===== config.mk =====
export PLATFORM = sky130hd
export DESIGN_NAME = lcs_string_store
export DESIGN_NICKNAME = d
export VERILOG_FILES = /design/src/sv/longest_common_subsequence_core_defines.svh /design/src/sv/lcs_pkg.sv /design/src/sv/lcs_string_store.sv
export SDC_FILE = /design/constraint.sdc
export NUM_CORES = 1
export LEC_CHECK = 0
export ABC_AREA = 1
export BUFFER_PORTS_ARGS = -buffer_cell sky130_fd_sc_hd__buf_2
export CAP_MARGIN = 20
export CORE_MARGIN = 5
export CORE_UTILIZATION = 35
export CTS_CLUSTER_DIAMETER = 200
export DETAILED_ROUTE_END_ITERATION = 16
export GPL_TIMING_DRIVEN = 0
export PLACE_DENSITY = 0.58
export SYNTH_ARGS = -nofsm -noshare
export SYNTH_HDL_FRONTEND = slang
export SYNTH_SLANG_ARGS = --single-unit
export TNS_END_PERCENT = 50

===== constraint.sdc =====
create_clock -name clk -period 2.11 [get_ports clk]
set_clock_uncertainty 0.05 [all_clocks]
set_input_delay 0.211 -clock clk [delete_from_list [all_inputs] [get_ports clk]]
set_output_delay 0.211 -clock clk [all_outputs]
set_load 0.005 [all_outputs]

===== src/sv/longest_common_subsequence_core_defines.svh =====
// Assertion macros shared by the longest common subsequence core.
// Each macro expects signals named clk and rst in the scope of its use.
`ifndef LONGEST_COMMON_SUBSEQUENCE_CORE_DEFINES_SVH
`define LONGEST_COMMON_SUBSEQUENCE_CORE_DEFINES_SVH

// Same-cycle implication, disabled while reset is high.
`define LCS_ASSERT_IMP(name, ante, cons, msg) \
  name: assert property (@(posedge clk) disable iff (rst) (ante) |-> (cons)) \
    else $error(msg);

// Next-cycle implication, disabled while reset is high.
`define LCS_ASSERT_NEXT(name, ante, cons, msg) \
  name: assert property (@(posedge clk) disable iff (rst) (ante) |=> (cons)) \
    else $error(msg);

`endif


===== src/sv/lcs_pkg.sv =====
// Shared constants, mode codes and control structs for the LCS core.
// No dependencies; every other file of the block but the defines header imports this package.
package lcs_pkg;

  localparam int MAX_LEN_DEFAULT = 32;
  localparam int SYMBOL_W        = 8;
  localparam int MODE_W          = 2;
  localparam int SUBSEQ_LEN_W    = 6;

  localparam logic [MODE_W-1:0] MODE_FIRST   = 2'd0;
  localparam logic [MODE_W-1:0] MODE_SECOND  = 2'd1;
  localparam logic [MODE_W-1:0] MODE_COMPUTE = 2'd2;

  typedef struct packed {
    logic fill_write;
    logic zero_write;
    logic trace_mode;
  } dp_ctrl_t;

  typedef struct packed {
    logic match;
    logic up_gt_left;
  } dp_stat_t;

endpackage


===== src/sv/lcs_string_store.sv =====
// Holds both input strings, their lengths and the overflow flag.
// Depends on lcs_pkg for the mode codes and symbol width.
module lcs_string_store #(
  parameter int MAX_LEN = lcs_pkg::MAX_LEN_DEFAULT,
  localparam int LEN_W = $clog2(MAX_LEN + 1),
  localparam int IDX_W = (MAX_LEN > 1) ? $clog2(MAX_LEN) : 1
) (
  input  logic                          clk,
  input  logic                          rst,
  input  logic                          load_en,
  input  logic [lcs_pkg::MODE_W-1:0]    mode,
  input  logic [lcs_pkg::SYMBOL_W-1:0]  symbol,
  input  logic                          clear,
  input  logic [IDX_W-1:0]              rd_addr_a,
  input  logic [IDX_W-1:0]              rd_addr_b,
  output logic [lcs_pkg::SYMBOL_W-1:0]  rd_a,
  output logic [lcs_pkg::SYMBOL_W-1:0]  rd_b,
  output logic [LEN_W-1:0]              first_length,
  output logic [LEN_W-1:0]              second_length,
  output logic                          overflow
);
  import lcs_pkg::*;

  logic [SYMBOL_W-1:0] first_mem  [MAX_LEN];
  logic [SYMBOL_W-1:0] second_mem [MAX_LEN];

  logic first_full;
  logic second_full;
  logic first_we;
  logic second_we;

  assign first_full  = (first_length == LEN_W'(MAX_LEN));
  assign second_full = (second_length == LEN_W'(MAX_LEN));
  assign first_we    = load_en && (mode == MODE_FIRST) && !first_full;
  assign second_we   = load_en && (mode == MODE_SECOND) && !second_full;

  always_ff @(posedge clk) begin
    if (first_we) begin
      first_mem[first_length[IDX_W-1:0]] <= symbol;
    end
    if (second_we) begin
      second_mem[second_length[IDX_W-1:0]] <= symbol;
    end
    rd_a <= first_mem[rd_addr_a];
    rd_b <= second_mem[rd_addr_b];
  end

  always_ff @(posedge clk) begin
    if (rst || clear) begin
      first_length  <= '0;
      second_length <= '0;
      overflow      <= 1'b0;
    end else begin
      if (first_we) begin
        first_length <= first_length + LEN_W'(1);
      end
      if (second_we) begin
        second_length <= second_length + LEN_W'(1);
      end
      if (load_en && ((mode == MODE_FIRST && first_full) ||
                      (mode == MODE_SECOND && second_full))) begin
        overflow <= 1'b1;
      end
    end
  end

endmodule


# ---- Word-level counts from Yosys, hierarchy flattened
# Memory sizes are Yosys's and may differ from the RTL's. A register that Yosys moved wholly into a read port is not among the register bits.
# Index checks and enable logic that the tools add are counted.
dict set report word_totals {
  latch_bits 0
  ramBits 512
  romBits 0
  regBits 13
  elab_cells 26
  mem_count 2
}
# memory depth width rd rd_clocked_by_memory_dff wr line_no
set mem_list {}
lappend mem_list {first_mem 32 8 1 1 1 lcs_string_store.sv:24} ;# logic [SYMBOL_W-1:0] first_mem [MAX_LEN];
lappend mem_list {second_mem 32 8 1 1 1 lcs_string_store.sv:25} ;# logic [SYMBOL_W-1:0] second_mem [MAX_LEN];
dict set report op_classes {
  add_sub_neg 2
  mul 0
  bitwise_logic 0
  n_mux 4
  n_reduce_logical 12
  n_div 0
  shifts 0
  order_cmp 0
  n_eq_ne 3
}
# op n
set op_table {}
lappend op_table {{$add 6x1->6 const B} 2}
lappend op_table {{$eq 6x6->1 const B} 2}
lappend op_table {{$logic_and 1x1->1} 7}
lappend op_table {{$mux 1} 4}
lappend op_table {{$eq 2x1->1 const B} 1}
lappend op_table {{$logic_not 1->1} 2}
lappend op_table {{$logic_not 2->1} 1}
lappend op_table {{$logic_or 1x1->1} 2}

# ---- Logic depth before layout (Yosys ltp)
dict set report logic_depth {
  ltp_word 5
  ltp_mapped 11
}

# ---- Least setup slack after synthesis
# OpenSTA, ideal clock, no wires.
dict set report synth_timing {
  path_kind {register -> register}
  start {register second_length[0]}
  end {memory second_mem[23][0] (enable)}
  stages_incl_launch_ff 8
  arrival_time_ps 1655
  required_ps 1677
  slack_ps 21
  n_path_buf 0
  path_cell_list {dfxtp_1 inv_1 ha_1 nand3_2 nand2_4 inv_4 nand3_2 nor3_1}
}
dict set report synth_between {
  elab_chain_len 5
}
# element line_no
set synth_rtl {}
lappend synth_rtl {{from (decl)} lcs_string_store.sv:19} ;# output logic [LEN_W-1:0] second_length,
lappend synth_rtl {{from (signal assigned)} lcs_string_store.sv:58} ;# second_length <= second_length + LEN_W'(1);
lappend synth_rtl {{$eq 6x6->1} lcs_string_store.sv:33} ;# assign second_full = (second_length == LEN_W'(MAX_LEN));
lappend synth_rtl {{$logic_not 1->1} lcs_string_store.sv:35} ;# assign second_we = load_en && (mode == MODE_SECOND) && !second_full;
lappend synth_rtl {{$logic_and 1x1->1} lcs_string_store.sv:35}
lappend synth_rtl {{$mux 1} lcs_string_store.sv:41} ;# if (second_we) begin
lappend synth_rtl {{$mux 1 (implied by the code)} lcs_string_store.sv:42} ;# second_mem[second_length[IDX_W-1:0]] <= symbol;
lappend synth_rtl {{to (decl)} lcs_string_store.sv:25}
# Parallel ways exist; a longest one is shown, timed or not.

# ---- Worst setup path after layout
dict set report layout_timing {
  start {register second_length[0]}
  end {memory second_mem[23][2] (enable)}
}
# The elaborated chain is that of the path after synthesis.

==> metrics.txt <==
total grt overflow=0; I/O Buffers=46; top cell type's share of synthesized area=69.5%; vias in the first global route=14.5k; fill count=5915; Top delay family on crit path=simple AND/OR/NAND/NOR gates; warnings from Yosys=0; fin crit share=95.8%; flop and latch count out of synthesis=541; Async SR Flop Fraction=0%; Wirelength per Cell=19.9 um; largest net degree at the start of global routing=65; type of the worst min-delay path=input port to register; CP required=2.38 ns; Util after Layout=42.2%; syn avg cell area=11.3 sq um; routability cong.=0.932; status=completed; DRC errors left=0; most frequent cells in the layout=747 x nand2_1, 512 x edfxtp_1, 397 x nand3_1, 103 x buf_2, 60 x nor2_4; initial antenna violation count=1; DIE WIDTH=261 um; worst rel slew slack=39.6%; worst-path maximum fanout=8; Max Clock Freq=0.495 GHz; root buffer cell=clkbuf_16; worst-margin pin slew=0.906 ns; Fin. Hold Viols=0; total I/O pin count=53; n_diodes=0; DIE AREA=68300 sq um; 1st-iter DRT viols=1440; layout cell share with drive strength beyond 1=15.3%; most common cell after layout, fill and taps aside=nand2_1; startpoint types=register; first-pass GRT wire length=89100 um; post-route non-filler standard cell count=2990; maximum clock path buffer count=3; CP peak stage delay=0.39 ns; Clock Latency Late Sink=0.61 ns; Reg clk slew, reported paths=0.06 ns; sequential share of power=51.2%; Cells after DPL=2849; Vias=15.1k; total core area=62900 sq um; hpwl dp=39300 um; # setup viols final=0; clk sinks=541; top cells by area, synth=edfxtp_1 70%, nand2_1 13%, nand3_1 9.0%, dfxtp_1 2.6%, buf_2 1.3%; register area share after synthesis=72.1%; Synth Instances=1949; Netlist Area Pre-Place=22100 sq um; reg-to-reg setup timing slack=0.09 ns; CTS Buf Count=55; internal power=17900 uW; critical path class=register to register; Nets=2132; number of distinct library cells after synthesis=26; Initial Util=35.2%; Total GRT Usage=17.1%; Die Y=261 um; CP arrival=2.29 ns; Yosys top cell by area=edfxtp_1; max-cap violations=0; CTS tree=done; Pre-antenna DRT Iters=5; EDFF count, synth=512; maximum vdd drop=0.590 mV; worst path cell trace=inv_1 > ha_2 > nand3_2 > nand2_4 > inv_8 > nand3_4 > nor3_4 > buf_12; CP Buf/Inv Count=3; RSZ-0062 raised after global routing=yes; Main synth FF type=edfxtp_1; clock power share=42.5%; Tmin final=2.02 ns; Pleak=0.00969 uW; H-tree depth=2; Vias/cell=5.04; Critical Path End Type=register; hold_ws=0.0717 ns; power density over the cells=868 nW/um^2; Comb power frac=6.2%; post-route ant nets=0; Routed WL=59600 um; Final Slew Violations=0; net switching power=5110 uW; synthesis-to-layout area growth=20.0%; slowest stage cell, crit path=dfxtp_1; Row Count=92; sw frac=22.2%; syn_nets=1981
-- cells in the mapped netlist, types with 8 or more instances --
master    number
a21oi_1       12
buf_1          8
buf_2         59
buf_4         11
buf_6         12
clkbuf_1      19
dfxtp_1       29
edfxtp_1     512
ha_1           8
inv_1         25
nand2_1      751
nand3_1      397
nor2_1        68
nor3_1         8
-- worst min-delay path, delay by kind of cell --
kind | cells | cell delay, ns
and+or+nand+nor | 3 | 0.25
AOI/OAI and AO/OA | 1 | 0.08
buffers and inverters | 2 | 0.14
-- layout make-up --
cell class                 instances  area, sq um  area share, %
multi-input combinational       1267         6040           22.8
buffer                           109          614           2.31
timing repair buffer              94          926           3.49
sequential                       541        16000           60.1
inverter                          32          141          0.533
tap                              846         1060           3.99
clock buffer                      75         1510           5.70
clock inverter                    26          295           1.11
-- cells by family after synthesis --
logic type	share of synthesized area, %
AND/OR/NAND/NOR	23.4
XOR/XNOR	0.198
AO/OA/AOI/OAI	0.430
adder cells (fa/ha/maj)	0.453
buffers and inverters	3.36
flip-flops	72.1
-- flip-flops by register name, indices dropped and copies added (netlist names) --
name / cells
overflow: 1
first_length: 6
second_length: 6
rd_a: 8
second_mem: 256
rd_b: 8
first_mem: 256
-- power groups by stage --
stage,clock network (uW),logic [uW],registers [uW]
floorplan,0,722,12000
global placement,0,1340,12000
detailed placement,0,1380,12000
CTS,9960,1410,11800
global route,10300,1580,11800
finish,9800,1440,11800
-- through the flow --
step | setup TNS [ns] | power, uW | setup WS [ns] | area (sq um)
floorplan | 0 | 12800 | 0.0213 | 22100
global placement | -171.16 | 13400 | -0.631 | 23400
detailed placement | -179.88 | 13400 | -0.647 | 23500
CTS | -49.25 | 23200 | -0.207 | 26000
global route | -0.320 | 23700 | -0.0216 | 26500
finish | 0 | 23000 | 0.0891 | 26500
-- path summary, 6_finish.rpt --
path | startpoint | endpoint | depth (start not counted)
max | second_length[0] | second_mem[23][2] | 8
min | mode[1] | second_length[0] | 6
max reg2reg | second_length[0] | second_mem[23][2] | 8
min reg2reg | overflow | overflow | 2
-- layer usage --
metal  vias to the layer above  GRT usage [%]  part of all wire, %
li1                       7041              -                    -
met1                      7388           24.8                   44
met2                       545           27.1                   46
met3                        99           2.59                  7.6
met4                         0           4.66                  2.4
met5                         -              0                    0
-- repair_timing --
action,4_1_cts,5_1_grt
pin swaps,6,19
resized for setup,102,57
setup buffers,16,12
setup endpoints to repair,508,479
endpoints found under the hold margin,20,0
hold buffers,12,0
(Power assumes the default switching activity.)
